$ cat src/rtl/rcch_pkg.sv
// ----------------------------------------------------------------------------
// rcch_pkg
// Shared types and constants of the grid raycaster column core.
// ----------------------------------------------------------------------------
package rcch_pkg;

  // configuration register indexes
  localparam logic [2:0] REG_PLAYER_X      = 3'd0;
  localparam logic [2:0] REG_PLAYER_Y      = 3'd1;
  localparam logic [2:0] REG_VIEW_ANGLE    = 3'd2;
  localparam logic [2:0] REG_FIELD_OF_VIEW = 3'd3;
  localparam logic [2:0] REG_RAY_COUNT     = 3'd4;
  localparam logic [2:0] REG_SCREEN_HEIGHT = 3'd5;

  localparam int CFG_DATA_W = 16;

  // sine unit operand select
  localparam logic [1:0] SEL_COS = 2'd0;
  localparam logic [1:0] SEL_SIN = 2'd1;
  localparam logic [1:0] SEL_FIX = 2'd2;

  // divider operand select
  localparam logic DIV_ANGLE  = 1'b0;
  localparam logic DIV_HEIGHT = 1'b1;

  // divider numerator width: screen_height * 163840 fits 29 bits
  localparam int DIV_NUM_W = 29;
  localparam int HEIGHT_SCALE = 163840;
  localparam logic [11:0] HEIGHT_MAX = 12'd4095;

  // quarter-wave polynomial, Horner coefficients in Q30
  localparam logic [31:0] POLY_SEED = 32'd172272;
  localparam logic [31:0] POLY_C [4] = '{32'd5026995, 32'd85569306,
                                         32'd693598668, 32'd1686629713};

  typedef struct packed {
    logic       in_ready;
    logic       clr_en;
    logic       map_wr;
    logic       item_latch;
    logic       div_start;
    logic       div_sel;
    logic       ang_load;
    logic       sine_start;
    logic [1:0] sine_sel;
    logic       sine_store;
    logic       march_init;
    logic       march_rd;
    logic       march_adv;
    logic       hit_store;
    logic       miss_store;
    logic       den_load;
    logic       ht_div_load;
    logic       ht_sat;
    logic       out_load;
  } cmd_t;

  typedef struct packed {
    logic in_valid;
    logic in_mode;
    logic clear_last;
    logic div_done;
    logic sine_done;
    logic wall;
    logic last_step;
    logic den_pos;
    logic out_free;
  } stat_t;

endpackage

$ cat src/rtl/rcch_in_if.sv
// ----------------------------------------------------------------------------
// rcch_in_if
// Input item channel: map cell writes and ray casts.
// ----------------------------------------------------------------------------
interface rcch_in_if;
  logic       valid;
  logic       ready;
  logic       mode;
  logic [3:0] cell_x;
  logic [3:0] cell_y;
  logic       cell_wall;
  logic [9:0] ray_index;

  modport source (output valid, mode, cell_x, cell_y, cell_wall, ray_index,
                  input ready);
  modport sink (input valid, mode, cell_x, cell_y, cell_wall, ray_index,
                output ready);
endinterface

$ cat src/rtl/rcch_out_if.sv
// ----------------------------------------------------------------------------
// rcch_out_if
// Result channel: one wall column per cast ray.
// ----------------------------------------------------------------------------
interface rcch_out_if;
  logic        valid;
  logic        ready;
  logic [9:0]  column_index;
  logic        wall_hit;
  logic [7:0]  hit_steps;
  logic [3:0]  hit_cell_x;
  logic [3:0]  hit_cell_y;
  logic [11:0] wall_height;
  logic [10:0] first_row;
  logic [10:0] end_row;

  modport source (output valid, column_index, wall_hit, hit_steps, hit_cell_x,
                  hit_cell_y, wall_height, first_row, end_row, input ready);
  modport sink (input valid, column_index, wall_hit, hit_steps, hit_cell_x,
                hit_cell_y, wall_height, first_row, end_row, output ready);
endinterface

$ cat src/rtl/rcch_sine.sv
// ----------------------------------------------------------------------------
// rcch_sine
// Multi-cycle Q14 sine: quadrant fold, Horner polynomial on one multiplier.
// ----------------------------------------------------------------------------
module rcch_sine #(
  parameter int SINE_TABLE_SIZE = 1024
) (
  input  logic               clk,
  input  logic               rst,
  input  logic               start,
  input  logic [15:0]        angle,
  output logic               done,
  output logic signed [15:0] value
);

  localparam int PH_STEP = 65536 / SINE_TABLE_SIZE;
  localparam logic [15:0] PH_MASK = 16'(65536 - PH_STEP);
  localparam logic [31:0] POLY_SEED_L = rcch_pkg::POLY_SEED;

  logic        busy;
  logic [2:0]  step;
  logic        neg;
  logic [14:0] rr;
  logic [30:0] z2;
  logic [31:0] s;
  logic [31:0] op_a;
  logic [30:0] op_b;
  logic [62:0] prod;
  logic [15:0] phase;
  logic [16:0] rounded;

  assign phase   = angle & PH_MASK;
  assign op_a    = (step == 3'd0) ? 32'(rr) : s;
  assign op_b    = (step == 3'd0 || step == 3'd5) ? 31'(rr) : z2;
  assign prod    = 63'(op_a) * 63'(op_b);
  assign rounded = 17'((33'(s) + 33'd32768) >> 16);

  always_ff @(posedge clk) begin
    if (rst) begin
      busy <= 1'b0;
      done <= 1'b0;
      step <= 3'd0;
    end else begin
      done <= 1'b0;
      if (start) begin
        busy <= 1'b1;
        step <= 3'd0;
      end else if (busy) begin
        if (step == 3'd6) begin
          busy <= 1'b0;
          done <= 1'b1;
        end
        step <= step + 3'd1;
      end
    end
  end

  always_ff @(posedge clk) begin
    if (start) begin
      neg <= phase[15];
      rr  <= phase[14] ? 15'(15'd16384 - 15'(phase[13:0])) : 15'(phase[13:0]);
    end else if (busy) begin
      case (step)
        3'd0: begin
          z2 <= 31'(prod << 2);
          s  <= POLY_SEED_L;
        end
        3'd1, 3'd2, 3'd3, 3'd4: s <= rcch_pkg::POLY_C[2'(step - 3'd1)] - 32'(prod >> 30);
        3'd5: s <= 32'(prod >> 14);
        default: begin
          if (rounded > 17'd16384) begin
            value <= neg ? -16'sd16384 : 16'sd16384;
          end else begin
            value <= neg ? -$signed(16'(rounded)) : $signed(16'(rounded));
          end
        end
      endcase
    end
  end

endmodule

$ cat src/rtl/rcch_div.sv
// ----------------------------------------------------------------------------
// rcch_div
// Restoring unsigned divider, one quotient bit per cycle.
// ----------------------------------------------------------------------------
module rcch_div #(
  parameter int NUM_W = 29,
  parameter int DEN_W = 23
) (
  input  logic             clk,
  input  logic             rst,
  input  logic             start,
  input  logic [NUM_W-1:0] num,
  input  logic [DEN_W-1:0] den,
  output logic             done,
  output logic [NUM_W-1:0] quot
);

  localparam int CW = $clog2(NUM_W + 1);

  logic             busy;
  logic [CW-1:0]    cnt;
  logic [DEN_W-1:0] d;
  logic [DEN_W-1:0] rem;
  logic [DEN_W:0]   rem_sh;
  logic             take;

  assign rem_sh = {rem, quot[NUM_W-1]};
  assign take   = rem_sh >= {1'b0, d};

  always_ff @(posedge clk) begin
    if (rst) begin
      busy <= 1'b0;
      done <= 1'b0;
      cnt  <= '0;
    end else begin
      done <= 1'b0;
      if (start) begin
        busy <= 1'b1;
        cnt  <= CW'(NUM_W);
      end else if (busy) begin
        cnt <= cnt - CW'(1);
        if (cnt == CW'(1)) begin
          busy <= 1'b0;
          done <= 1'b1;
        end
      end
    end
  end

  always_ff @(posedge clk) begin
    if (start) begin
      d    <= den;
      rem  <= '0;
      quot <= num;
    end else if (busy) begin
      rem  <= take ? DEN_W'(rem_sh - {1'b0, d}) : DEN_W'(rem_sh);
      quot <= {quot[NUM_W-2:0], take};
    end
  end

endmodule

$ cat src/rtl/rcch_ctrl.sv
// ----------------------------------------------------------------------------
// rcch_ctrl
// Sequencer: map clear, cell writes, angle, sines, march, height, result.
// ----------------------------------------------------------------------------
module rcch_ctrl (
  input  logic           clk,
  input  logic           rst,
  input  rcch_pkg::stat_t stat,
  output rcch_pkg::cmd_t  cmd
);

  localparam logic [3:0] S_CLEAR   = 4'd0;
  localparam logic [3:0] S_IDLE    = 4'd1;
  localparam logic [3:0] S_ADIV_GO = 4'd2;
  localparam logic [3:0] S_ADIV_W  = 4'd3;
  localparam logic [3:0] S_SIN_GO  = 4'd4;
  localparam logic [3:0] S_SIN_W   = 4'd5;
  localparam logic [3:0] S_MRD     = 4'd6;
  localparam logic [3:0] S_MCHK    = 4'd7;
  localparam logic [3:0] S_DEN     = 4'd8;
  localparam logic [3:0] S_HDIV_GO = 4'd9;
  localparam logic [3:0] S_HDIV_W  = 4'd10;
  localparam logic [3:0] S_OUT     = 4'd11;

  logic [3:0] state, state_next;
  logic [1:0] sidx, sidx_next;

  always_ff @(posedge clk) begin
    if (rst) begin
      state <= S_CLEAR;
      sidx  <= rcch_pkg::SEL_COS;
    end else begin
      state <= state_next;
      sidx  <= sidx_next;
    end
  end

  always_comb begin
    cmd        = '0;
    state_next = state;
    sidx_next  = sidx;
    cmd.sine_sel = sidx;
    unique case (state)
      S_CLEAR: begin
        cmd.clr_en = 1'b1;
        if (stat.clear_last) state_next = S_IDLE;
      end
      S_IDLE: begin
        cmd.in_ready = 1'b1;
        if (stat.in_valid) begin
          if (stat.in_mode) begin
            cmd.item_latch = 1'b1;
            state_next = S_ADIV_GO;
          end else begin
            cmd.map_wr = 1'b1;
          end
        end
      end
      S_ADIV_GO: begin
        cmd.div_start = 1'b1;
        cmd.div_sel   = rcch_pkg::DIV_ANGLE;
        state_next    = S_ADIV_W;
      end
      S_ADIV_W: begin
        if (stat.div_done) begin
          cmd.ang_load = 1'b1;
          sidx_next    = rcch_pkg::SEL_COS;
          state_next   = S_SIN_GO;
        end
      end
      S_SIN_GO: begin
        cmd.sine_start = 1'b1;
        state_next     = S_SIN_W;
      end
      S_SIN_W: begin
        if (stat.sine_done) begin
          cmd.sine_store = 1'b1;
          if (sidx == rcch_pkg::SEL_FIX) begin
            cmd.march_init = 1'b1;
            state_next     = S_MRD;
          end else begin
            sidx_next  = sidx + 2'd1;
            state_next = S_SIN_GO;
          end
        end
      end
      S_MRD: begin
        cmd.march_rd = 1'b1;
        state_next   = S_MCHK;
      end
      S_MCHK: begin
        if (stat.wall) begin
          cmd.hit_store = 1'b1;
          state_next    = S_DEN;
        end else if (stat.last_step) begin
          cmd.miss_store = 1'b1;
          state_next     = S_OUT;
        end else begin
          cmd.march_adv = 1'b1;
          state_next    = S_MRD;
        end
      end
      S_DEN: begin
        cmd.den_load = 1'b1;
        state_next   = S_HDIV_GO;
      end
      S_HDIV_GO: begin
        if (stat.den_pos) begin
          cmd.div_start = 1'b1;
          cmd.div_sel   = rcch_pkg::DIV_HEIGHT;
          state_next    = S_HDIV_W;
        end else begin
          cmd.ht_sat = 1'b1;
          state_next = S_OUT;
        end
      end
      S_HDIV_W: begin
        if (stat.div_done) begin
          cmd.ht_div_load = 1'b1;
          state_next      = S_OUT;
        end
      end
      S_OUT: begin
        if (stat.out_free) begin
          cmd.out_load = 1'b1;
          state_next   = S_IDLE;
        end
      end
      default: state_next = S_CLEAR;
    endcase
  end

endmodule

$ cat src/rtl/rcch_dp.sv
// ----------------------------------------------------------------------------
// rcch_dp
// Datapath: config registers, wall map, march walkers, height math, result.
// ----------------------------------------------------------------------------
module rcch_dp #(
  parameter int MAP_W           = 16,
  parameter int MAP_H           = 16,
  parameter int MAX_STEPS       = 226,
  parameter int SINE_TABLE_SIZE = 1024
) (
  input  logic                  clk,
  input  logic                  rst,
  input  logic                  cfg_we,
  input  logic [2:0]            cfg_index,
  input  logic [rcch_pkg::CFG_DATA_W-1:0] cfg_data,
  input  logic                  in_valid,
  input  logic                  in_mode,
  input  logic [3:0]            in_cell_x,
  input  logic [3:0]            in_cell_y,
  input  logic                  in_cell_wall,
  input  logic [9:0]            in_ray_index,
  input  logic                  out_ready,
  input  rcch_pkg::cmd_t        cmd,
  output rcch_pkg::stat_t       stat,
  output logic                  out_valid,
  output logic [9:0]            column_index,
  output logic                  wall_hit,
  output logic [7:0]            hit_steps,
  output logic [3:0]            hit_cell_x,
  output logic [3:0]            hit_cell_y,
  output logic [11:0]           wall_height,
  output logic [10:0]           first_row,
  output logic [10:0]           end_row
);

  localparam int CELLS = MAP_W * MAP_H;
  localparam int AW    = $clog2(CELLS);
  localparam int NW    = $clog2(MAX_STEPS);
  localparam int SXW   = ((NW + 16 > 24) ? NW + 16 : 24) + 2;
  localparam int VW    = SXW - 16;
  localparam int QW    = VW - 4;
  localparam int DEN_W = NW + 15;
  localparam int NUMW  = rcch_pkg::DIV_NUM_W;

  // configuration
  logic [11:0] player_x, player_y;
  logic [15:0] view_angle;
  logic [14:0] field_of_view;
  logic [10:0] ray_count, screen_height;

  always_ff @(posedge clk) begin
    if (rst) begin
      player_x      <= 12'd885;
      player_y      <= 12'd600;
      view_angle    <= 16'd15886;
      field_of_view <= 15'd10923;
      ray_count     <= 11'd512;
      screen_height <= 11'd512;
    end else if (cfg_we) begin
      unique case (cfg_index)
        rcch_pkg::REG_PLAYER_X:      player_x      <= cfg_data[11:0];
        rcch_pkg::REG_PLAYER_Y:      player_y      <= cfg_data[11:0];
        rcch_pkg::REG_VIEW_ANGLE:    view_angle    <= cfg_data[15:0];
        rcch_pkg::REG_FIELD_OF_VIEW: field_of_view <= cfg_data[14:0];
        rcch_pkg::REG_RAY_COUNT:     ray_count     <= cfg_data[10:0];
        rcch_pkg::REG_SCREEN_HEIGHT: screen_height <= cfg_data[10:0];
        default: ;
      endcase
    end
  end

  // wall map with clearing sweep after reset
  logic          mem [CELLS];
  logic [AW-1:0] clr_addr;
  logic [AW-1:0] cell_addr;
  logic          cell_ok;
  logic          mem_we;
  logic [AW-1:0] mem_waddr;
  logic          mem_wdata;
  logic [AW-1:0] raddr;
  logic          rdata;

  assign cell_addr = AW'(32'(in_cell_y) * MAP_W + 32'(in_cell_x));
  assign cell_ok   = (32'(in_cell_x) < MAP_W) && (32'(in_cell_y) < MAP_H);
  assign mem_we    = cmd.clr_en || (cmd.map_wr && cell_ok);
  assign mem_waddr = cmd.clr_en ? clr_addr : cell_addr;
  assign mem_wdata = cmd.clr_en ? 1'b0 : in_cell_wall;

  always_ff @(posedge clk) begin
    if (rst) begin
      clr_addr <= '0;
    end else if (cmd.clr_en) begin
      clr_addr <= clr_addr + AW'(1);
    end
  end

  always_ff @(posedge clk) begin
    if (mem_we) mem[mem_waddr] <= mem_wdata;
    if (cmd.march_rd) rdata <= mem[raddr];
  end

  // angle division and sine unit
  logic [9:0]             idx;
  logic [15:0]            ang;
  logic                   div_start;
  logic [NUMW-1:0]        div_num;
  logic [DEN_W-1:0]       div_den;
  logic                   div_done;
  logic [NUMW-1:0]        quot;
  logic [DEN_W-1:0]       den;
  logic                   den_pos;
  logic [15:0]            sine_arg;
  logic                   sine_done;
  logic signed [15:0]     sine_val;
  logic signed [15:0]     cs, sn, cf;

  assign div_start = cmd.div_start;
  always_comb begin
    if (cmd.div_sel == rcch_pkg::DIV_HEIGHT) begin
      div_num = NUMW'(32'(screen_height) * rcch_pkg::HEIGHT_SCALE);
      div_den = den;
    end else begin
      div_num = NUMW'(32'(field_of_view) * 32'(idx));
      div_den = (ray_count == 11'd0) ? DEN_W'(1) : DEN_W'(ray_count);
    end
  end

  rcch_div #(.NUM_W(NUMW), .DEN_W(DEN_W)) u_div (
    .clk  (clk),
    .rst  (rst),
    .start(div_start),
    .num  (div_num),
    .den  (div_den),
    .done (div_done),
    .quot (quot)
  );

  // cosine arguments are a quarter turn ahead
  always_comb begin
    case (cmd.sine_sel)
      rcch_pkg::SEL_COS: sine_arg = ang + 16'd16384;
      rcch_pkg::SEL_SIN: sine_arg = ang;
      default:           sine_arg = ang - view_angle + 16'd16384;
    endcase
  end

  rcch_sine #(.SINE_TABLE_SIZE(SINE_TABLE_SIZE)) u_sine (
    .clk  (clk),
    .rst  (rst),
    .start(cmd.sine_start),
    .angle(sine_arg),
    .done (sine_done),
    .value(sine_val)
  );

  always_ff @(posedge clk) begin
    if (cmd.item_latch) idx <= in_ray_index;
    if (cmd.ang_load) ang <= view_angle - 16'(field_of_view >> 1) + quot[15:0];
    if (cmd.sine_store) begin
      case (cmd.sine_sel)
        rcch_pkg::SEL_COS: cs <= sine_val;
        rcch_pkg::SEL_SIN: sn <= sine_val;
        default:           cf <= sine_val;
      endcase
    end
  end

  // march walkers, coordinates scaled by 655360 per cell
  logic signed [SXW-1:0] sx, sy, dsx, dsy;
  logic [NW-1:0]         n;
  logic [VW+11:0]        prod_x, prod_y;
  logic [QW-1:0]         gx, gy;
  logic                  in_map;
  logic                  in_map_r;
  logic [3:0]            hx, hy;

  assign prod_x = (VW+12)'(sx[SXW-2:16]) * (VW+12)'(6554);
  assign prod_y = (VW+12)'(sy[SXW-2:16]) * (VW+12)'(6554);
  assign gx     = prod_x[VW+11:16];
  assign gy     = prod_y[VW+11:16];
  assign in_map = !sx[SXW-1] && !sy[SXW-1] && (32'(gx) < MAP_W) && (32'(gy) < MAP_H);
  assign raddr  = AW'(32'(gy) * MAP_W + 32'(gx));

  always_ff @(posedge clk) begin
    if (cmd.march_init) begin
      sx  <= SXW'(32'(player_x) * 2560);
      sy  <= SXW'(32'(player_y) * 2560);
      dsx <= SXW'(cs) <<< 2;
      dsy <= SXW'(sn) <<< 2;
      n   <= '0;
    end else if (cmd.march_adv) begin
      sx <= sx + dsx;
      sy <= sy + dsy;
      n  <= n + NW'(1);
    end
    if (cmd.march_rd) begin
      in_map_r <= in_map;
      if (sx[SXW-1])               hx <= 4'd0;
      else if (32'(gx) >= MAP_W)   hx <= 4'(MAP_W - 1);
      else                         hx <= gx[3:0];
      if (sy[SXW-1])               hy <= 4'd0;
      else if (32'(gy) >= MAP_H)   hy <= 4'(MAP_H - 1);
      else                         hy <= gy[3:0];
    end
  end

  // height and rows
  logic        hit;
  logic [11:0] ht;
  logic signed [12:0] top;
  logic signed [13:0] bot;
  logic [10:0] first_c, end_c;

  always_ff @(posedge clk) begin
    if (cmd.den_load) begin
      den     <= DEN_W'(32'(n) * 32'(cf[14:0]));
      den_pos <= (n != '0) && (cf > 16'sd0);
    end
    if (cmd.ht_sat) ht <= rcch_pkg::HEIGHT_MAX;
    if (cmd.ht_div_load) begin
      ht <= (quot > NUMW'(rcch_pkg::HEIGHT_MAX)) ? rcch_pkg::HEIGHT_MAX : quot[11:0];
    end
  end

  always_ff @(posedge clk) begin
    if (rst) hit <= 1'b0;
    else if (cmd.hit_store) hit <= 1'b1;
    else if (cmd.miss_store) hit <= 1'b0;
  end

  assign top = $signed({3'b0, screen_height[10:1]}) - $signed({2'b0, ht[11:1]});
  assign bot = 14'(top) + $signed({2'b0, ht});

  always_comb begin
    if (top < 13'sd0) first_c = 11'd0;
    else if (top > $signed({2'b0, screen_height})) first_c = screen_height;
    else first_c = top[10:0];
    if (bot < 14'sd0) end_c = 11'd0;
    else if (bot > $signed({3'b0, screen_height})) end_c = screen_height;
    else end_c = bot[10:0];
  end

  // output register
  always_ff @(posedge clk) begin
    if (rst) begin
      out_valid <= 1'b0;
    end else if (cmd.out_load) begin
      out_valid <= 1'b1;
    end else if (out_ready) begin
      out_valid <= 1'b0;
    end
  end

  always_ff @(posedge clk) begin
    if (cmd.out_load) begin
      column_index <= idx;
      wall_hit     <= hit;
      hit_steps    <= hit ? 8'(n) : 8'd0;
      hit_cell_x   <= hit ? hx : 4'd0;
      hit_cell_y   <= hit ? hy : 4'd0;
      wall_height  <= hit ? ht : 12'd0;
      first_row    <= hit ? first_c : 11'd0;
      end_row      <= hit ? end_c : 11'd0;
    end
  end

  always_comb begin
    stat.in_valid   = in_valid;
    stat.in_mode    = in_mode;
    stat.clear_last = (32'(clr_addr) == CELLS - 1);
    stat.div_done   = div_done;
    stat.sine_done  = sine_done;
    stat.wall       = !in_map_r || rdata;
    stat.last_step  = (32'(n) == MAX_STEPS - 1);
    stat.den_pos    = den_pos;
    stat.out_free   = !out_valid || out_ready;
  end

endmodule

$ cat src/rtl/raycast_column_height_core.sv
// ----------------------------------------------------------------------------
// raycast_column_height_core
// Grid ray-marching raycaster: one wall column per cast ray.
// ----------------------------------------------------------------------------
//  channel  dir  transfer when        payload
//  cfg      in   cfg_we high          cfg_index, cfg_data
//  in_ch    in   valid & ready        mode, cell_x, cell_y, cell_wall, ray_index
//  out_ch   out  valid & ready        column index, hit, steps, cell, height, rows
//
//  a cell write is taken in the idle state, which stays ready; a cast loads its
//  result after the angle division, three sine evaluations on one multiplier,
//  a map read and check per march step and, on a hit with a positive height
//  denominator, the height division; in_ch is ready again in the cycle after the load
//  after reset the map is swept clear with in_ch not ready
//  a finished result waits in the output register; the next item is taken
//  while it waits, and a cast stalls only when it must load a new result
// ----------------------------------------------------------------------------
module raycast_column_height_core #(
  parameter int MAP_W           = 16,
  parameter int MAP_H           = 16,
  parameter int MAX_STEPS       = 226,
  parameter int SINE_TABLE_SIZE = 1024
) (
  input  logic                            clk,
  input  logic                            rst,
  input  logic                            cfg_we,
  input  logic [2:0]                      cfg_index,
  input  logic [rcch_pkg::CFG_DATA_W-1:0] cfg_data,
  rcch_in_if.sink                         in_ch,
  rcch_out_if.source                      out_ch
);

  rcch_pkg::cmd_t  cmd;
  rcch_pkg::stat_t stat;

  assign in_ch.ready = cmd.in_ready;

  rcch_ctrl u_ctrl (
    .clk (clk),
    .rst (rst),
    .stat(stat),
    .cmd (cmd)
  );

  rcch_dp #(
    .MAP_W          (MAP_W),
    .MAP_H          (MAP_H),
    .MAX_STEPS      (MAX_STEPS),
    .SINE_TABLE_SIZE(SINE_TABLE_SIZE)
  ) u_dp (
    .clk         (clk),
    .rst         (rst),
    .cfg_we      (cfg_we),
    .cfg_index   (cfg_index),
    .cfg_data    (cfg_data),
    .in_valid    (in_ch.valid),
    .in_mode     (in_ch.mode),
    .in_cell_x   (in_ch.cell_x),
    .in_cell_y   (in_ch.cell_y),
    .in_cell_wall(in_ch.cell_wall),
    .in_ray_index(in_ch.ray_index),
    .out_ready   (out_ch.ready),
    .cmd         (cmd),
    .stat        (stat),
    .out_valid   (out_ch.valid),
    .column_index(out_ch.column_index),
    .wall_hit    (out_ch.wall_hit),
    .hit_steps   (out_ch.hit_steps),
    .hit_cell_x  (out_ch.hit_cell_x),
    .hit_cell_y  (out_ch.hit_cell_y),
    .wall_height (out_ch.wall_height),
    .first_row   (out_ch.first_row),
    .end_row     (out_ch.end_row)
  );

endmodule

$ cat src/flat_wrapper.sv
// flat-port wrapper written by rule: the top's interface ports become plain ports
module raycast_column_height_core_flat 
#(
  parameter int MAP_W           = 16,
  parameter int MAP_H           = 16,
  parameter int MAX_STEPS       = 226,
  parameter int SINE_TABLE_SIZE = 1024
)
  (clk, rst, cfg_we, cfg_index, cfg_data, in_ch_valid, in_ch_mode, in_ch_cell_x, in_ch_cell_y, in_ch_cell_wall, in_ch_ray_index, in_ch_ready, out_ch_valid, out_ch_column_index, out_ch_wall_hit, out_ch_hit_steps, out_ch_hit_cell_x, out_ch_hit_cell_y, out_ch_wall_height, out_ch_first_row, out_ch_end_row, out_ch_ready);
  rcch_in_if in_ch_i ();
  rcch_out_if out_ch_i ();
  input  logic clk;
  input  logic rst;
  input  logic cfg_we;
  input  logic [2:0] cfg_index;
  input  logic [rcch_pkg::CFG_DATA_W-1:0] cfg_data;
  input wire logic [$bits(in_ch_i.valid)-1:0] in_ch_valid;
  input wire logic [$bits(in_ch_i.mode)-1:0] in_ch_mode;
  input wire logic [$bits(in_ch_i.cell_x)-1:0] in_ch_cell_x;
  input wire logic [$bits(in_ch_i.cell_y)-1:0] in_ch_cell_y;
  input wire logic [$bits(in_ch_i.cell_wall)-1:0] in_ch_cell_wall;
  input wire logic [$bits(in_ch_i.ray_index)-1:0] in_ch_ray_index;
  output wire logic [$bits(in_ch_i.ready)-1:0] in_ch_ready;
  output wire logic [$bits(out_ch_i.valid)-1:0] out_ch_valid;
  output wire logic [$bits(out_ch_i.column_index)-1:0] out_ch_column_index;
  output wire logic [$bits(out_ch_i.wall_hit)-1:0] out_ch_wall_hit;
  output wire logic [$bits(out_ch_i.hit_steps)-1:0] out_ch_hit_steps;
  output wire logic [$bits(out_ch_i.hit_cell_x)-1:0] out_ch_hit_cell_x;
  output wire logic [$bits(out_ch_i.hit_cell_y)-1:0] out_ch_hit_cell_y;
  output wire logic [$bits(out_ch_i.wall_height)-1:0] out_ch_wall_height;
  output wire logic [$bits(out_ch_i.first_row)-1:0] out_ch_first_row;
  output wire logic [$bits(out_ch_i.end_row)-1:0] out_ch_end_row;
  input wire logic [$bits(out_ch_i.ready)-1:0] out_ch_ready;
  assign in_ch_i.valid = in_ch_valid;
  assign in_ch_i.mode = in_ch_mode;
  assign in_ch_i.cell_x = in_ch_cell_x;
  assign in_ch_i.cell_y = in_ch_cell_y;
  assign in_ch_i.cell_wall = in_ch_cell_wall;
  assign in_ch_i.ray_index = in_ch_ray_index;
  assign in_ch_ready = in_ch_i.ready;
  assign out_ch_valid = out_ch_i.valid;
  assign out_ch_column_index = out_ch_i.column_index;
  assign out_ch_wall_hit = out_ch_i.wall_hit;
  assign out_ch_hit_steps = out_ch_i.hit_steps;
  assign out_ch_hit_cell_x = out_ch_i.hit_cell_x;
  assign out_ch_hit_cell_y = out_ch_i.hit_cell_y;
  assign out_ch_wall_height = out_ch_i.wall_height;
  assign out_ch_first_row = out_ch_i.first_row;
  assign out_ch_end_row = out_ch_i.end_row;
  assign out_ch_i.ready = out_ch_ready;
  raycast_column_height_core #(.MAP_W(MAP_W), .MAP_H(MAP_H), .MAX_STEPS(MAX_STEPS), .SINE_TABLE_SIZE(SINE_TABLE_SIZE)) u_core (.clk(clk), .rst(rst), .cfg_we(cfg_we), .cfg_index(cfg_index), .cfg_data(cfg_data), .in_ch(in_ch_i), .out_ch(out_ch_i));
endmodule
$ cat config.mk
export PLATFORM = sky130hd
export DESIGN_NAME = raycast_column_height_core_flat
export DESIGN_NICKNAME = d
export VERILOG_FILES = /design/src/rtl/rcch_pkg.sv /design/src/rtl/rcch_in_if.sv /design/src/rtl/rcch_out_if.sv /design/src/rtl/rcch_sine.sv /design/src/rtl/rcch_div.sv /design/src/rtl/rcch_ctrl.sv /design/src/rtl/rcch_dp.sv /design/src/rtl/raycast_column_height_core.sv /design/src/flat_wrapper.sv
export SDC_FILE = /design/constraint.sdc
export NUM_CORES = 2
export LEC_CHECK = 0
export BUFFER_PORTS_ARGS = -buffer_cell sky130_fd_sc_hd__buf_2
export CAP_MARGIN = 10
export CELL_PAD_IN_SITES_DETAIL_PLACEMENT = 1
export CELL_PAD_IN_SITES_GLOBAL_PLACEMENT = 2
export CORE_MARGIN = 10
export CORE_UTILIZATION = 47
export CTS_BUF_LIST = sky130_fd_sc_hd__clkbuf_8
export CTS_CLUSTER_DIAMETER = 120
export DETAILED_ROUTE_END_ITERATION = 10
export GPL_TIMING_DRIVEN = 0
export PLACE_DENSITY_LB_ADDON = 0.08
export RECOVER_POWER = 25
export SLEW_MARGIN = 20
export SYNTH_ARGS = -nofsm -noshare
export SYNTH_HDL_FRONTEND = slang
export SYNTH_SLANG_ARGS = --single-unit
export TNS_END_PERCENT = 10
$ cat constraint.sdc
create_clock -name clk -period 27.7 [get_ports clk]
set_input_delay 2.77 -clock clk [delete_from_list [all_inputs] [get_ports clk]]
set_output_delay 2.77 -clock clk [all_outputs]
set_load 0.02 [all_outputs]
==> qor.txt <==
CP arrival -> 14880 ps
Async set-or-reset flop fraction in the synthesized netlist -> 0%
Failing checks -> max-capacitance violations, max-slew violations
Commonest non-fill, non-tap cells in the layout -> 1185 x inv_1, 1009 x nand2_1, 932 x fa_1
Slew at the pin closest to its max-slew limit -> 1590 ps
WP data required -> 28350 ps
Row count -> 151
Grt total ovfl -> 0
First-pass detailed-route iteration total -> 6
Nets -> 10252
Number of enable flip-flop cells after synthesis -> 632
Max Fanout on Critical Path -> 10
Latest clock arrival within the worst-skew pair -> 940 ps
Outcome -> finished, violations left
Fmax -> 0.0703 GHz
Layout cells sized above 1 -> 4.87%
# setup viols final -> 0
Syn Inst Count -> 8239
Post-CTS setup buffers -> 0
Sequential share of power -> 41.6%
DRT antenna net count -> 0
Fin Hold WS -> 378 ps
Flops & latches, synth -> 786
Worst VDD drop -> 0.0448 mV
WL/cell -> 24.7 um
Slowest stage delay, CP -> 770 ps
Worst Setup Path Type -> flop to flop
RR Startpoint -> u_core.u_dp.u_sine.step[0]
Crit share post-route -> 51.4%
Mapped Nets -> 9970
Die X -> 432 um
Sequential share of the synthesized area -> 27.7%
Die area -> 0.186 sq mm
Pwr/cell area -> 37.1 mW/mm^2
IO Pins -> 107
Worst Setup EP -> u_core.u_dp.u_sine.s[31]
R2R setup slack -> 13470 ps
Hold WC Path Type -> flop to flop
Slew Limit Fails -> 27
Vias in the first global route -> 66884
CTS sink count -> 786
Layout Skew -> 85.8 ps
DRC viols -> 0
Ys flop type -> edfxtp_1
Vias -> 61902
RePlAce Congestion -> 0.963
P_sw -> 1.03 mW
Worst r2r dst -> u_core.u_dp.u_sine.s[31]
Slowest CP cell -> mux2i_2
Max cap viols -> 2
H-tree lvl count -> 4
Combinational share of power -> 20.9%
Internal power -> 2.17 mW
Clock transition at path regs -> 60 ps
Starting DRC count in detailed routing -> 4548
Gr usage total -> 28.7%
Hold Buf Count CTS -> 0
Crit start category -> flop
Setup TNS -> 0 ps
Leakage -> 35.9 nW
Reg2reg path depth -> 46
Area grow syn2layout -> 8.33%
Switching share of power -> 32.2%
Commonest non-fill, non-tap cell in the layout -> inv_1
Port Buf Inserts -> 106
Clk root buf -> clkbuf_8
# fillers -> 19263
Final Hold Fails -> 0
First-pass GRT wire length -> 410 mm
Final HPWL DP -> 219 mm
Minimum clock period -> 14230 ps
TritonCTS clock tree -> yes
Most Frequent Cell on Critical Path -> inv_1
Starting density of the core -> 47.2%
Post_cts resized -> 0
RSZ-0062 raised after global routing -> no
Ys Warns -> 0
Clock Power Share -> 37.5%
CP startpoint -> u_core.u_dp.u_sine.step[0]
CTS Buf Count -> 150
CP Capture Type -> flop
Initial antenna violation count -> 12
Mean post-synth cell area -> 9.67 sq um
Headroom to the max-slew limit -> -6.29%
Die Y-Extent -> 432 um
Largest net degree at the start of global routing -> 82
Via density -> 5.69
CTS Buffer Depth -> 3
Core area -> 0.169 sq mm
Cell variety after synth -> 86
WL final -> 269 mm
Synthesized area -> 0.0797 sq mm
==> cell families (layout without fill, tap and decap cells) <==
family | count (synthesis) | count (layout) | share of synthesized area (%)
buffers and inverters | 1508 | 1915 | 7.14
other | 0 | 9 | 0
AND/OR/NAND/NOR | 2763 | 2763 | 15.9
AO/OA/AOI/OAI | 1076 | 1076 | 8.64
flip-flops | 786 | 786 | 27.7
multiplexers | 147 | 147 | 2.34
XOR/XNOR | 271 | 271 | 3.00
adder cells (fa/ha/maj) | 1688 | 1688 | 35.3
==> worst max-delay path: cells and delay by family (launching register included) <==
kind	cells	cell delay [ps]
adders and majority gates	11	4630
AOI/OAI and AO/OA	18	4450
buffers and inverters	9	1680
and+or+nand+nor	5	1190
muxes	1	770
xor gates and xnor gates	2	640
DFF	1	550
==> final cells by class <==
class                      count  area, sq um  area share [%]
tap                         2218         2780            3.21
buffer                       377         1440            1.67
timing repair buffer         130          759           0.880
antenna                        9         22.5          0.0261
clock buffer                 163         2240            2.60
sequential                   786        22100            25.6
multi-input combinational   5945        52000            60.2
clock inverter               114          783           0.907
inverter                    1131         4250            4.92
==> sequential cells by signal, indices dropped and copies added (netlist names), 23 cells and up <==
register	count
u_core.u_dp.mem	256
u_core.u_dp.u_sine.s	32
u_core.u_dp.u_div.quot	29
u_core.u_dp.sx	24
u_core.u_dp.sy	24
u_core.u_dp.den	23
u_core.u_dp.u_div.d	23
u_core.u_dp.u_div.rem	23
u_core.u_dp.u_sine.z2	23
==> Yosys cell counts (11+ instances only) <==
cell type  number  share of area (%)
a211o_1        14               0.15
a211oi_1       49               0.46
a21boi_0       25               0.24
a21o_1         72               0.68
a21oi_1       286                1.8
a22oi_1        11               0.10
a311oi_1       13               0.14
a31oi_1        40               0.31
and2_1        435                3.4
and3_1         54               0.42
and4_1         11               0.12
buf_1          24               0.11
clkbuf_1      341                1.6
dfxtp_1       154                3.9
edfxtp_1      632                 24
fa_1          932                 23
ha_1          755                 12
inv_1        1129                5.3
mux2_2         15               0.21
mux2i_1       101                1.3
mux4_2         30               0.85
nand2_1      1009                4.8
nand2b_1       43               0.34
nand3_1       125               0.78
nand3b_1       50               0.47
nand4_1        38               0.30
nor2_1        788                3.7
nor2b_1        41               0.32
nor3_1         78               0.49
nor3b_1        13               0.12
nor4_1         20               0.16
o211ai_1       37               0.35
o21a_1         49               0.46
o21ai_0       229                1.4
o21bai_1       37               0.35
o221ai_1       24               0.26
o22ai_1        52               0.41
o31ai_1        38               0.36
or2_2          19               0.15
or3_1          17               0.13
xnor2_1       160                1.8
xor2_1        110                1.2
==> how the worst min path moves through the flow <==
stage / start / to / slack, ps / cells after the start
floorplan: u_core.u_dp.cs[8] / u_core.u_dp.dsx[10] / 400 / 0
global placement: u_core.u_dp.cs[1] / u_core.u_dp.dsx[3] / 400 / 0
detailed placement: u_core.u_dp.cs[10] / u_core.u_dp.dsx[12] / 410 / 0
CTS: u_core.u_dp.sn[9] / u_core.u_dp.dsy[11] / 360 / 0
global route: u_core.u_dp.sn[9] / u_core.u_dp.dsy[11] / 370 / 0
finish: u_core.u_dp.sn[9] / u_core.u_dp.dsy[11] / 380 / 0
==> power by group through the flow <==
stage                     Sequential (mW)  Combinational (mW)  Clock, mW
after floorplan                      1.35               0.445          0
after global placement               1.36               0.631          0
after detailed placement             1.36               0.655          0
after CTS                            1.33               0.661       1.22
after global routing                 1.34               0.736       1.27
final                                1.33               0.668       1.20
==> metal layers <==
metal  wire length, um  global-route usage (%)  share of wire [%]
met2            121000                    45.3                 45
met5                43                       0              0.016
met3             17800                    4.87                6.6
met1            119000                    39.6                 44
met4             11200                    10.7                4.2
==> through the flow <==
| stage | power, mW | worst slack, ps | utilization, % | cell area [sq um] | std cells |
|---|---|---|---|---|---|
| finish | 3.20 | 13470 | 51.1 | 86300 | 10873 |
| global route | 3.34 | 13020 | 51.1 | 86300 | 10867 |
| CTS | 3.21 | 13320 | 51.2 | 86400 | 10864 |
| detailed placement | 2.01 | 13340 | 49.4 | 83400 | 10587 |
| global placement | 1.99 | 13480 | 49.1 | 83000 | 10563 |
| floorplan | 1.80 | 16610 | - | 79700 | 8239 |
Note: power is estimated with default switching activity, not from simulation.
